--- config.mk ---
export PLATFORM = sky130hd
export DESIGN_NAME = undirected_graph_query_engine
export DESIGN_NICKNAME = d
export VERILOG_FILES = /design/src/ugq_pkg.sv /design/src/ugq_adj_mem.sv /design/src/ugq_stack_mem.sv /design/src/ugq_row_unit.sv /design/src/undirected_graph_query_engine.sv
export SDC_FILE = /design/constraint.sdc
export NUM_CORES = 1
export LEC_CHECK = 0
export BUFFER_PORTS_ARGS = -buffer_cell sky130_fd_sc_hd__clkbuf_2
export CORE_ASPECT_RATIO = 0.7
export CORE_UTILIZATION = 60
export DETAILED_ROUTE_END_ITERATION = 16
export GPL_ROUTABILITY_DRIVEN = 0
export PLACE_DENSITY = 0.78
export SYNTH_ARGS = -nofsm -noshare
export SYNTH_HDL_FRONTEND = slang
export SYNTH_SLANG_ARGS = --single-unit
--- constraint.sdc ---
create_clock -name clk -period 13.55 [get_ports clk]
set_input_delay 1.355 -clock clk [delete_from_list [all_inputs] [get_ports clk]]
set_output_delay 1.355 -clock clk [all_outputs]
set_load 0.005 [all_outputs]
--- src/ugq_pkg.sv ---
// Shared types and constants for the undirected graph query engine.
package ugq_pkg;

	// Fixed field widths of the request, result and register beats.
	localparam int REQ_W = 3;
	localparam int VTX_W = 4;
	localparam int CNT_W = 9;
	localparam int VC_W  = 5;

	// Vertex count after reset.
	localparam logic [VC_W-1:0] VERTEX_COUNT_RESET = 5'd16;

	// Saturation value of the degree sum.
	localparam logic [CNT_W-1:0] COUNT_MAX = 9'd511;

	// Request codes.
	typedef enum logic [REQ_W-1:0] {
		REQ_CLEAR      = 3'd0,
		REQ_ADD_EDGE   = 3'd1,
		REQ_DEGREE     = 3'd2,
		REQ_DEGREE_SUM = 3'd3,
		REQ_DFS_ORDER  = 3'd4,
		REQ_CONNECTED  = 3'd5,
		REQ_PATH       = 3'd6,
		REQ_NONE       = 3'd7
	} req_t;

	// Sequencer states.
	typedef enum logic [3:0] {
		ST_IDLE,
		ST_EDGE_A,
		ST_EDGE_B,
		ST_DEGREE,
		ST_SUM,
		ST_SCAN,
		ST_POP,
		ST_REPORT
	} state_t;

	// Control of the adjacency store.
	typedef struct packed {
		logic rd_en;
		logic wr_en;
		logic clear;
	} adj_ctl_t;

endpackage

--- src/ugq_adj_mem.sv ---
// Adjacency row store with one write and one registered read port, and row valid bits.
module ugq_adj_mem #(
	parameter int MAX_VERTICES = 16
) (
	input  logic                               clk,
	input  logic                               arst_n,
	input  ugq_pkg::adj_ctl_t                  ctl,
	input  logic [$clog2(MAX_VERTICES)-1:0]    rd_addr,
	input  logic [$clog2(MAX_VERTICES)-1:0]    wr_addr,
	input  logic [MAX_VERTICES-1:0]            wr_data,
	output logic [MAX_VERTICES-1:0]            rd_data
);
	import ugq_pkg::*;

	logic [MAX_VERTICES-1:0] mem [MAX_VERTICES];
	logic [MAX_VERTICES-1:0] row_valid_q;
	logic [MAX_VERTICES-1:0] rd_data_q;

	// Row storage; a row that has not been written since the last clear reads as zero.
	always_ff @(posedge clk) begin
		if (ctl.wr_en) begin
			mem[wr_addr] <= wr_data;
		end
		if (ctl.rd_en) begin
			rd_data_q <= row_valid_q[rd_addr] ? mem[rd_addr] : '0;
		end
	end

	// Row valid bits: cleared at reset and by a clear request, set by a write.
	always_ff @(posedge clk or negedge arst_n) begin
		if (!arst_n) begin
			row_valid_q <= '0;
		end else if (ctl.clear) begin
			row_valid_q <= '0;
		end else if (ctl.wr_en) begin
			row_valid_q[wr_addr] <= 1'b1;
		end
	end

	assign rd_data = rd_data_q;

endmodule

--- src/ugq_stack_mem.sv ---
// Walk stack store: one write port and one registered read port.
module ugq_stack_mem #(
	parameter int DEPTH = 16,
	parameter int WIDTH = 9
) (
	input  logic                     clk,
	input  logic                     wr_en,
	input  logic [$clog2(DEPTH)-1:0] wr_addr,
	input  logic [WIDTH-1:0]         wr_data,
	input  logic                     rd_en,
	input  logic [$clog2(DEPTH)-1:0] rd_addr,
	output logic [WIDTH-1:0]         rd_data
);
	logic [WIDTH-1:0] mem [DEPTH];
	logic [WIDTH-1:0] rd_data_q;

	// Entries are only read after they have been pushed.
	always_ff @(posedge clk) begin
		if (wr_en) begin
			mem[wr_addr] <= wr_data;
		end
		if (rd_en) begin
			rd_data_q <= mem[rd_addr];
		end
	end

	assign rd_data = rd_data_q;

endmodule

--- src/ugq_row_unit.sv ---
// Shared row unit: population count of a masked row and search for the first candidate column.
module ugq_row_unit #(
	parameter int MAX_VERTICES = 16
) (
	input  logic [MAX_VERTICES-1:0]             row,
	input  logic [MAX_VERTICES-1:0]             count_mask,
	input  logic [MAX_VERTICES-1:0]             scan_mask,
	input  logic [$clog2(MAX_VERTICES+1)-1:0]   start,
	output logic                                found,
	output logic [$clog2(MAX_VERTICES)-1:0]     first,
	output logic [$clog2(MAX_VERTICES+1)-1:0]   pop
);
	localparam int VW = $clog2(MAX_VERTICES);
	localparam int CW = $clog2(MAX_VERTICES+1);

	logic [MAX_VERTICES-1:0] cand;

	// Candidates are masked columns at or above the start column.
	always_comb begin
		for (int i = 0; i < MAX_VERTICES; i++) begin
			cand[i] = row[i] & scan_mask[i] & (CW'(i) >= start);
		end
	end

	// Lowest candidate column wins.
	always_comb begin
		first = '0;
		for (int i = MAX_VERTICES - 1; i >= 0; i--) begin
			if (cand[i]) begin
				first = VW'(i);
			end
		end
	end

	assign found = |cand;
	assign pop   = CW'($countones(row & count_mask));

endmodule

--- src/undirected_graph_query_engine.sv ---
// Top level of the undirected graph query engine: request sequencer and result register.
//
// Holds a symmetric adjacency bit matrix for up to MAX_VERTICES vertices and serves one request
// at a time; in_stall is high from the beat after acceptance until the request's last result has
// been loaded into the output register, which may still wait for the consumer while the next
// request is taken. With C the effective vertex count, a clear goes straight to the report state,
// an edge insert reads and rewrites both end rows, a degree query reads and counts one row and a
// degree sum reads all C rows. A depth-first request (visit order, connectivity or path) reads one
// adjacency row per step from the row store's read port and runs it through the one shared row
// unit, and a backtrack needs an extra read of the walk stack. Output stalls lengthen a request.
// Rows are cleared at once through per-row valid bits, so no clearing pass follows reset.
module undirected_graph_query_engine #(
	parameter int MAX_VERTICES = 16
) (
	input  logic                       clk,
	input  logic                       arst_n,
	input  logic                       cfg_wr_en,
	input  logic [ugq_pkg::VC_W-1:0]   cfg_wr_data,
	input  logic                       in_valid,
	output logic                       in_stall,
	input  logic [ugq_pkg::REQ_W-1:0]  req_type,
	input  logic [ugq_pkg::VTX_W-1:0]  vertex_a,
	input  logic [ugq_pkg::VTX_W-1:0]  vertex_b,
	output logic                       out_valid,
	input  logic                       out_stall,
	output logic [ugq_pkg::VTX_W-1:0]  visited_vertex,
	output logic [ugq_pkg::CNT_W-1:0]  count_value,
	output logic                       answer_flag,
	output logic                       error_flag,
	output logic                       last_of_run
);
	import ugq_pkg::*;

	localparam int VW   = $clog2(MAX_VERTICES);
	localparam int CW   = $clog2(MAX_VERTICES+1);
	localparam int KW   = (CW > VC_W) ? CW : VC_W;
	localparam int SEW  = VW + CW;
	localparam int SUMW = CNT_W + 1;
	localparam logic [MAX_VERTICES-1:0] ONE_BIT = {{(MAX_VERTICES-1){1'b0}}, 1'b1};

	// Control registers.
	state_t                  state_q, state_d;
	logic [VC_W-1:0]         vc_q;
	logic [MAX_VERTICES-1:0] visited_q;
	logic [VW-1:0]           sp_q;
	logic                    pending_q;
	logic                    out_valid_q;

	// Working registers.
	req_t                    mode_q;
	logic [VW-1:0]           a_q;
	logic [VW-1:0]           b_q;
	logic [VW-1:0]           top_v_q;
	logic [CW-1:0]           top_next_q;
	logic [CW-1:0]           idx_q;
	logic [CNT_W-1:0]        acc_q;
	logic [VW-1:0]           rep_vertex_q;
	logic [CNT_W-1:0]        rep_count_q;
	logic                    rep_answer_q;
	logic                    rep_error_q;

	// Output register.
	logic [VTX_W-1:0]        out_vertex_q;
	logic [CNT_W-1:0]        out_count_q;
	logic                    out_answer_q;
	logic                    out_error_q;
	logic                    out_last_q;

	// Decoded request and effective vertex count.
	req_t                    req;
	logic [KW-1:0]           eff_ext;
	logic [CW-1:0]           eff_cnt;
	logic [KW-1:0]           a_ext;
	logic [KW-1:0]           b_ext;
	logic                    a_ok;
	logic                    b_ok;
	logic [VW-1:0]           a_idx;
	logic [VW-1:0]           b_idx;
	logic [MAX_VERTICES-1:0] colmask;
	logic                    in_acc;

	// Shared unit and store connections.
	logic [MAX_VERTICES-1:0] ru_scan_mask;
	logic [CW-1:0]           ru_start;
	logic                    ru_found;
	logic [VW-1:0]           ru_first;
	logic [CW-1:0]           ru_pop;
	adj_ctl_t                adj_ctl;
	logic [VW-1:0]           adj_rd_addr;
	logic [VW-1:0]           adj_wr_addr;
	logic [MAX_VERTICES-1:0] adj_wr_data;
	logic [MAX_VERTICES-1:0] adj_rd_data;
	logic                    stk_wr_en;
	logic                    stk_rd_en;
	logic [VW-1:0]           stk_rd_addr;
	logic [SEW-1:0]          stk_wr_data;
	logic [SEW-1:0]          stk_rd_data;

	// Sequencer strobes.
	logic                    out_free;
	logic                    out_load;
	logic                    out_last;
	logic                    push;
	logic                    scan_done;
	logic                    sum_issue;
	logic                    sum_done;
	logic [SUMW-1:0]         sum_ext;
	logic [CNT_W-1:0]        sum_sat;

	// Effective count, range checks and column mask.
	always_comb begin
		logic [KW-1:0] vc_ext;
		logic [KW-1:0] max_ext;
		vc_ext  = KW'(vc_q);
		max_ext = KW'(MAX_VERTICES);
		if (vc_ext == '0) begin
			eff_ext = KW'(1);
		end else if (vc_ext > max_ext) begin
			eff_ext = max_ext;
		end else begin
			eff_ext = vc_ext;
		end
		for (int i = 0; i < MAX_VERTICES; i++) begin
			colmask[i] = KW'(i) < eff_ext;
		end
	end

	assign eff_cnt = eff_ext[CW-1:0];
	assign a_ext   = KW'(vertex_a);
	assign b_ext   = KW'(vertex_b);
	assign a_ok    = a_ext < eff_ext;
	assign b_ok    = b_ext < eff_ext;
	assign a_idx   = a_ext[VW-1:0];
	assign b_idx   = b_ext[VW-1:0];
	assign req     = req_t'(req_type);

	assign in_stall = (state_q != ST_IDLE);
	assign in_acc   = in_valid && !in_stall;
	assign out_free = !out_valid_q || !out_stall;

	// The shared row unit serves degree counts and the walk's neighbour search.
	assign ru_scan_mask = colmask & ~visited_q;
	assign ru_start     = (state_q == ST_SCAN) ? top_next_q : '0;

	ugq_row_unit #(
		.MAX_VERTICES(MAX_VERTICES)
	) u_row_unit (
		.row       (adj_rd_data),
		.count_mask(colmask),
		.scan_mask (ru_scan_mask),
		.start     (ru_start),
		.found     (ru_found),
		.first     (ru_first),
		.pop       (ru_pop)
	);

	ugq_adj_mem #(
		.MAX_VERTICES(MAX_VERTICES)
	) u_adj_mem (
		.clk    (clk),
		.arst_n (arst_n),
		.ctl    (adj_ctl),
		.rd_addr(adj_rd_addr),
		.wr_addr(adj_wr_addr),
		.wr_data(adj_wr_data),
		.rd_data(adj_rd_data)
	);

	ugq_stack_mem #(
		.DEPTH(MAX_VERTICES),
		.WIDTH(SEW)
	) u_stack_mem (
		.clk    (clk),
		.wr_en  (stk_wr_en),
		.wr_addr(sp_q),
		.wr_data(stk_wr_data),
		.rd_en  (stk_rd_en),
		.rd_addr(stk_rd_addr),
		.rd_data(stk_rd_data)
	);

	// Saturating degree sum.
	assign sum_ext = {1'b0, acc_q} + SUMW'(ru_pop);
	assign sum_sat = (sum_ext > SUMW'(COUNT_MAX)) ? COUNT_MAX : sum_ext[CNT_W-1:0];

	assign sum_issue = (state_q == ST_SUM) && (idx_q < eff_cnt);
	assign sum_done  = (state_q == ST_SUM) && !(idx_q < eff_cnt) && !pending_q;

	// Next state.
	always_comb begin
		state_d = state_q;
		unique case (state_q)
			ST_IDLE: begin
				if (in_valid) begin
					unique case (req)
						REQ_CLEAR:      state_d = ST_REPORT;
						REQ_ADD_EDGE:   state_d = (a_ok && b_ok) ? ST_EDGE_A : ST_REPORT;
						REQ_DEGREE:     state_d = a_ok ? ST_DEGREE : ST_REPORT;
						REQ_DEGREE_SUM: state_d = ST_SUM;
						REQ_DFS_ORDER:  state_d = ST_SCAN;
						REQ_CONNECTED:  state_d = ST_SCAN;
						REQ_PATH: begin
							state_d = (a_ok && b_ok && (a_idx != b_idx)) ? ST_SCAN : ST_REPORT;
						end
						REQ_NONE:       state_d = ST_IDLE;
						default:        state_d = ST_IDLE;
					endcase
				end
			end
			ST_EDGE_A: state_d = ST_EDGE_B;
			ST_EDGE_B: state_d = ST_REPORT;
			ST_DEGREE: state_d = ST_REPORT;
			ST_SUM:    state_d = sum_done ? ST_REPORT : ST_SUM;
			ST_SCAN: begin
				if (ru_found) begin
					state_d = ST_SCAN;
				end else if (sp_q == '0) begin
					state_d = ST_REPORT;
				end else begin
					state_d = ST_POP;
				end
			end
			ST_POP:    state_d = ST_SCAN;
			ST_REPORT: state_d = out_free ? ST_IDLE : ST_REPORT;
			default:   state_d = ST_IDLE;
		endcase
	end

	// Sequencer outputs: store accesses, stack moves and result loads.
	always_comb begin
		adj_ctl     = '0;
		adj_rd_addr = '0;
		adj_wr_addr = '0;
		adj_wr_data = '0;
		stk_wr_en   = 1'b0;
		stk_rd_en   = 1'b0;
		stk_rd_addr = sp_q - VW'(1);
		stk_wr_data = {top_v_q, CW'(ru_first) + CW'(1)};
		out_load    = 1'b0;
		out_last    = 1'b0;
		push        = 1'b0;
		scan_done   = 1'b0;
		unique case (state_q)
			ST_IDLE: begin
				if (in_valid) begin
					unique case (req)
						REQ_CLEAR: begin
							adj_ctl.clear = 1'b1;
						end
						REQ_ADD_EDGE, REQ_DEGREE: begin
							adj_ctl.rd_en = 1'b1;
							adj_rd_addr   = a_idx;
						end
						REQ_DFS_ORDER, REQ_CONNECTED: begin
							adj_ctl.rd_en = 1'b1;
							adj_rd_addr   = '0;
						end
						REQ_PATH: begin
							adj_ctl.rd_en = 1'b1;
							adj_rd_addr   = a_idx;
						end
						REQ_DEGREE_SUM, REQ_NONE: begin
							adj_ctl = '0;
						end
						default: begin
							adj_ctl = '0;
						end
					endcase
				end
			end
			ST_EDGE_A: begin
				adj_ctl.wr_en = 1'b1;
				adj_wr_addr   = a_q;
				adj_wr_data   = adj_rd_data | (ONE_BIT << b_q);
				adj_ctl.rd_en = 1'b1;
				adj_rd_addr   = b_q;
			end
			ST_EDGE_B: begin
				adj_ctl.wr_en = 1'b1;
				adj_wr_addr   = b_q;
				adj_wr_data   = adj_rd_data | (ONE_BIT << a_q);
			end
			ST_DEGREE: begin
				adj_ctl = '0;
			end
			ST_SUM: begin
				adj_ctl.rd_en = sum_issue;
				adj_rd_addr   = idx_q[VW-1:0];
			end
			ST_SCAN: begin
				if (ru_found) begin
					// A visit-order walk hands the previous vertex on before it moves.
					if ((mode_q != REQ_DFS_ORDER) || out_free) begin
						push          = 1'b1;
						stk_wr_en     = 1'b1;
						adj_ctl.rd_en = 1'b1;
						adj_rd_addr   = ru_first;
						out_load      = (mode_q == REQ_DFS_ORDER);
					end
				end else if (sp_q == '0) begin
					scan_done = 1'b1;
				end else begin
					stk_rd_en = 1'b1;
				end
			end
			ST_POP: begin
				adj_ctl.rd_en = 1'b1;
				adj_rd_addr   = stk_rd_data[SEW-1:CW];
			end
			ST_REPORT: begin
				out_load = out_free;
				out_last = 1'b1;
			end
			default: begin
				adj_ctl = '0;
			end
		endcase
	end

	// Control registers.
	always_ff @(posedge clk or negedge arst_n) begin
		if (!arst_n) begin
			state_q     <= ST_IDLE;
			vc_q        <= VERTEX_COUNT_RESET;
			visited_q   <= '0;
			sp_q        <= '0;
			pending_q   <= 1'b0;
			out_valid_q <= 1'b0;
		end else begin
			state_q <= state_d;
			if (cfg_wr_en) begin
				vc_q <= cfg_wr_data;
			end
			if (in_acc) begin
				visited_q <= ONE_BIT << ((req == REQ_PATH) ? a_idx : '0);
				sp_q      <= '0;
				pending_q <= 1'b0;
			end else if (push) begin
				visited_q <= visited_q | (ONE_BIT << ru_first);
				sp_q      <= sp_q + VW'(1);
			end else if (state_q == ST_POP) begin
				sp_q <= sp_q - VW'(1);
			end else if (state_q == ST_SUM) begin
				pending_q <= sum_issue;
			end
			if (out_load) begin
				out_valid_q <= 1'b1;
			end else if (!out_stall) begin
				out_valid_q <= 1'b0;
			end
		end
	end

	// Working registers of the current request.
	always_ff @(posedge clk) begin
		if (in_acc) begin
			mode_q       <= req;
			a_q          <= a_idx;
			b_q          <= b_idx;
			top_v_q      <= (req == REQ_PATH) ? a_idx : '0;
			top_next_q   <= '0;
			idx_q        <= '0;
			acc_q        <= '0;
			rep_vertex_q <= '0;
			rep_count_q  <= '0;
			rep_answer_q <= (req == REQ_PATH) && a_ok && b_ok && (a_idx == b_idx);
			unique case (req)
				REQ_ADD_EDGE, REQ_PATH: rep_error_q <= !(a_ok && b_ok);
				REQ_DEGREE:             rep_error_q <= !a_ok;
				REQ_CLEAR, REQ_DEGREE_SUM, REQ_DFS_ORDER, REQ_CONNECTED, REQ_NONE: begin
					rep_error_q <= 1'b0;
				end
				default:                rep_error_q <= 1'b0;
			endcase
		end
		if (state_q == ST_DEGREE) begin
			rep_count_q <= CNT_W'(ru_pop);
		end
		if ((state_q == ST_SUM) && pending_q) begin
			acc_q <= sum_sat;
		end
		if (sum_issue) begin
			idx_q <= idx_q + CW'(1);
		end
		if (sum_done) begin
			rep_count_q <= acc_q;
		end
		if (push) begin
			top_v_q    <= ru_first;
			top_next_q <= '0;
			if (mode_q == REQ_DFS_ORDER) begin
				rep_vertex_q <= ru_first;
			end
		end
		if (state_q == ST_POP) begin
			top_v_q    <= stk_rd_data[SEW-1:CW];
			top_next_q <= stk_rd_data[CW-1:0];
		end
		if (scan_done) begin
			if (mode_q == REQ_CONNECTED) begin
				rep_answer_q <= ((visited_q & colmask) == colmask);
			end else if (mode_q == REQ_PATH) begin
				rep_answer_q <= visited_q[b_q];
			end else begin
				rep_answer_q <= 1'b0;
			end
		end
	end

	// Result register.
	always_ff @(posedge clk) begin
		if (out_load) begin
			out_vertex_q <= VTX_W'(rep_vertex_q);
			out_count_q  <= rep_count_q;
			out_answer_q <= rep_answer_q;
			out_error_q  <= rep_error_q;
			out_last_q   <= out_last;
		end
	end

	assign out_valid      = out_valid_q;
	assign visited_vertex = out_vertex_q;
	assign count_value    = out_count_q;
	assign answer_flag    = out_answer_q;
	assign error_flag     = out_error_q;
	assign last_of_run    = out_last_q;

	// The walk stack is empty whenever no request is in progress.
	a_idle_stack_empty: assert property (@(posedge clk) disable iff (!arst_n)
		(state_q == ST_IDLE) |-> (sp_q == '0))
		else $error("walk stack not empty while idle");

	// The vertex on top of the walk is always marked as visited.
	a_top_visited: assert property (@(posedge clk) disable iff (!arst_n)
		(state_q == ST_SCAN) |-> visited_q[top_v_q])
		else $error("top of walk not marked visited");

	// A backtrack step always returns to scanning.
	a_pop_to_scan: assert property (@(posedge clk) disable iff (!arst_n)
		(state_q == ST_POP) |=> (state_q == ST_SCAN))
		else $error("backtrack did not return to scanning");

	// A result is never loaded over one that the consumer is still stalling.
	a_no_overwrite: assert property (@(posedge clk) disable iff (!arst_n)
		out_load |-> out_free)
		else $error("result register overwritten while stalled");

	// New requests are taken only once the previous one has produced its last beat.
	a_accept_after_last: assert property (@(posedge clk) disable iff (!arst_n)
		(out_load && out_last) |=> (state_q == ST_IDLE))
		else $error("sequencer not idle after last result");

endmodule
==> summary.md <==
| Metric | Value |
|---|---|
| Psw | 3.058 mW |
| Initial antenna violation count | 2 |
| Int Power | 4.525 mW |
| Startpoint Class | flip-flop |
| Sequential Area | 0.01583 mm² |
| I/O Pins | 39 |
| Highest clock rate | 154.3 MHz |
| Die X-Extent | 241.9 µm |
| Syn_area_per_cell | 14.99 µm² |
| H-tree depth | 2 |
| Wire per inst | 26.55 µm |
| Combinational Power Share | 47.6% |
| HP Class | reg -> reg |
| Synth Warn # | 0 |
| EDFF count, synth | 486 |
| Yosys cell types | 96 |
| Sequential fraction of the synthesis area | 65.46% |
| Setup bufs post-CTS | 0 |
| Post-synth ARST share | 8.582% |
| Crit path required time | 13.99 ns |
| Vias per cell | 6.730 |
| Post-Layout Cell Count | 2230 |
| Final instance area | 0.02662 mm² |
| Filler cells | 2643 |
| Critical path endpoint category | flip-flop |
| RSZ-0062 raised after global routing | false |
| Final hold slack | 0.4201 ns |
| Min Tclk post-route | 6.480 ns |
| Root buf cell | clkbuf_16 |
| Synth Cell Area | 0.02418 mm² |
| Reg clk slew, reported paths | 0.06 ns |
| Hold_sp | rep_count_q[5]$_SDFFCE_PN0P_ |
| Reg power frac | 33.9% |
| P&R area growth vs syn | 10.11% |
| Commonest non-fill, non-tap cell in the layout | edfxtp_1 |
| Sw Ratio | 40.33% |
| CTS buffer count | 49 |
| Buffers on Ports | 38 |
| Worst r2r src | vc_q[3]$_DFFE_PN0P_ |
| Die area | 0.04112 mm² |
| CP arrival | 6.92 ns |
| Max transition margin | 14.55% |
| GRT Total Usage | 29.14% |
| Layout net count | 1725 |
| Via count | 15010 |
| Layout Utilization | 67.08% |
| CTS max path bufs | 3 |
| Final Hold Fails | 0 |
| Post-CTS sizing | 0 |
| TritonCTS clock tree | yes |
| Crit-path max FO | 21 |
| Multi-input gate area | 0.007801 mm² |
| Flops & latches, synth | 536 |
| Slew Limit Fails | 0 |
| Starting Density | 60.92% |
| Maximum VDD drop | 0.0002386 V |
| Placed cell area | 0.02497 mm² |
| Status | completed |
| Commonest cells after routing, fill and taps aside | edfxtp_1 (486), mux2i_1 (122), nand2_1 (77), nor2_1 (74), o22a_1 (62) |
| Largest net degree at the start of global routing | 52 |
| DRC errors left | 0 |
| Placeable Area | 0.03969 mm² |
| Setup crit start | vc_q[3]$_DFFE_PN0P_ |
| Worst-Margin Slew | 1.273 ns |
| Synthesized Nets | 1687 |
| Iteration count of the initial detailed-routing pass | 6 |
| Post-detailed-route count of antenna-violating nets | 0 |
| Dpl cells | 2135 |
| Routed WL | 59210 µm |
| CTS Hold Bufs | 0 |
| Aggregate global routing overflow | 0 |
| Most used DFF post-synth | edfxtp_1 |
| Syn Inst Count | 1613 |
| Vias in the first global route | 14240 |
| Die Span Y | 170.0 µm |
| Crit path kind | reg -> reg |
| CTS Sinks | 536 |
| Final Setup Violations | 0 |
| Final HPWL from detailed placement | 37740 µm |
| Row count | 61 |
| Period utilisation layout | 47.83% |
| Worst clock skew | 0.03466 ns |
| Max_cap viols | 0 |
| First-pass GRT wire length | 89250 µm |
| Setup TNS | 0 ns |
| LEAKAGE | 9.619 nW |
| 1st-iter DRT viols | 2029 |
| Clock power frac | 18.4% |
| Layout cells sized above 1 | 16.13% |
| Power density cells | 284.8 mW/mm² |
| Worst-Skew Late Latency | 0.61 ns |
area by class of cell:
cell class                      count  area share, %
Tap cell                          535          2.514
Clock inverter                     23         0.8789
Sequential cell                   536          59.45
Inverter                           52         0.7332
Clock buffer                       69          5.301
Multi-Input combinational cell    936          29.30
Antenna cell                        3        0.02820
Timing Repair Buffer               76          1.786
cell families (layout without fill, tap and decap cells):
kind of cell | Yosys count | after routing | share of synthesized area [%]
and+or+nand+nor | 336 | 336 | 7.131
muxes | 183 | 183 | 10.22
xor gates and xnor gates | 15 | 15 | 0.5434
DFF | 536 | 536 | 65.46
buffers and inverters | 141 | 220 | 2.515
AOI/OAI and AO/OA | 348 | 348 | 10.98
adders and majority gates | 54 | 54 | 3.157
other | 0 | 3 | 0
Yosys cell counts, types with 7 or more instances:
cell	n	area, µm²
edfxtp_1	486	14590
mux2i_1	122	1221
nor2_1	89	334.1
nand2_1	77	289.0
o22a_1	62	543.0
o21ai_0	59	295.3
a21oi_1	55	275.3
inv_1	50	187.7
mux4_2	50	1126
clkbuf_1	49	183.9
dfrtp_1	45	1126
ha_1	41	513.0
nor3_1	28	140.1
o21a_1	24	180.2
buf_2	23	115.1
and2_1	20	125.1
and3_1	19	118.9
nand3_1	19	95.09
nand2b_1	14	87.58
a31oi_1	12	75.07
fa_1	12	240.2
or3_1	12	75.07
a221o_1	11	110.1
mux2_2	11	123.9
a41oi_2	10	162.7
o211ai_1	10	75.07
a311oi_1	9	78.83
nand3b_1	9	67.56
xor2_1	9	78.83
a41oi_1	8	70.07
nor2b_1	8	50.05
o31ai_1	8	60.06
a22oi_1	7	52.55
buf_1	7	26.28
o22ai_1	7	43.79
registers in the layout, summed over array words and instances (netlist names), 3 cells and up:
name and count:
u_adj_mem.mem 256, u_stack_mem.mem 144, u_adj_mem.rd_data 16, u_adj_mem.row_valid_q 16
visited_q 16, acc_q 9, count_value 9, rep_count_q 9
u_stack_mem.rd_data 9, idx_q 5, top_next_q 5, vc_q 5
a_q 4, b_q 4, rep_vertex_q 4, sp_q 4
top_v_q 4, visited_vertex 4, mode_q 3, state_q 3
final timing paths:
kind | to | slack (ns) | depth (start not counted)
min in group asynchronous | vc_q[2]$_DFFE_PN0P_ | 0.87 | 2
setup / recovery | acc_q[1]$_SDFFCE_PN0P_ | 7.07 | 21
hold / removal | count_value[5]$_DFFE_PP_ | 0.42 | 0
hold reg to reg | count_value[5]$_DFFE_PP_ | 0.42 | 0
max in group asynchronous | sp_q[0]$_DFFE_PN0P_ | 12.19 | 2
setup reg to reg | acc_q[1]$_SDFFCE_PN0P_ | 7.07 | 21
per-layer routing:
layer  vias to the layer above  part of all wire, %  global-route usage [%]
li1                       6440                    -                       -
met1                      7511                   42                   43.58
met2                       915                   44                   43.44
met3                       142                   12                   6.576
met4                         0                  2.7                   7.677
met5                         -                    0                       0
worst max-delay path, cell delays in order, from the launching register on:
cell     delay [ns]
dfrtp_1        0.63
or2_2          0.45
o21ai_0        0.44
inv_1          0.10
ha_1           0.30
inv_1          0.05
fa_1           0.48
inv_1          0.06
fa_1           0.45
fa_1           0.51
inv_1          0.05
fa_1           0.54
inv_1          0.04
ha_1           0.22
fa_1           0.40
xor2_1         0.18
ha_1           0.34
nand2_1        0.06
o21ai_0        0.29
and2_1         0.24
nand4_1        0.27
a21oi_1        0.23
power by group through the flow:
stage / Combinational [mW] / Sequential (mW) / Clock [mW]
floorplan: 2.69 / 2.45 / 0
global placement: 3.45 / 2.58 / 0
detailed placement: 3.55 / 2.59 / 0
CTS: 3.58 / 2.56 / 1.41
global route: 3.91 / 2.59 / 1.47
finish: 3.61 / 2.57 / 1.40
metrics by stage:
| stage | setup slack (ns) | total power, mW |
|---|---|---|
| detailed placement | 7.150 | 6.136 |
| CTS | 7.109 | 7.543 |
| finish | 7.070 | 7.582 |
| floorplan | 7.950 | 5.134 |
| global route | 6.620 | 7.962 |
| global placement | 7.321 | 6.030 |
Note: power is estimated with default switching activity, not from simulation.
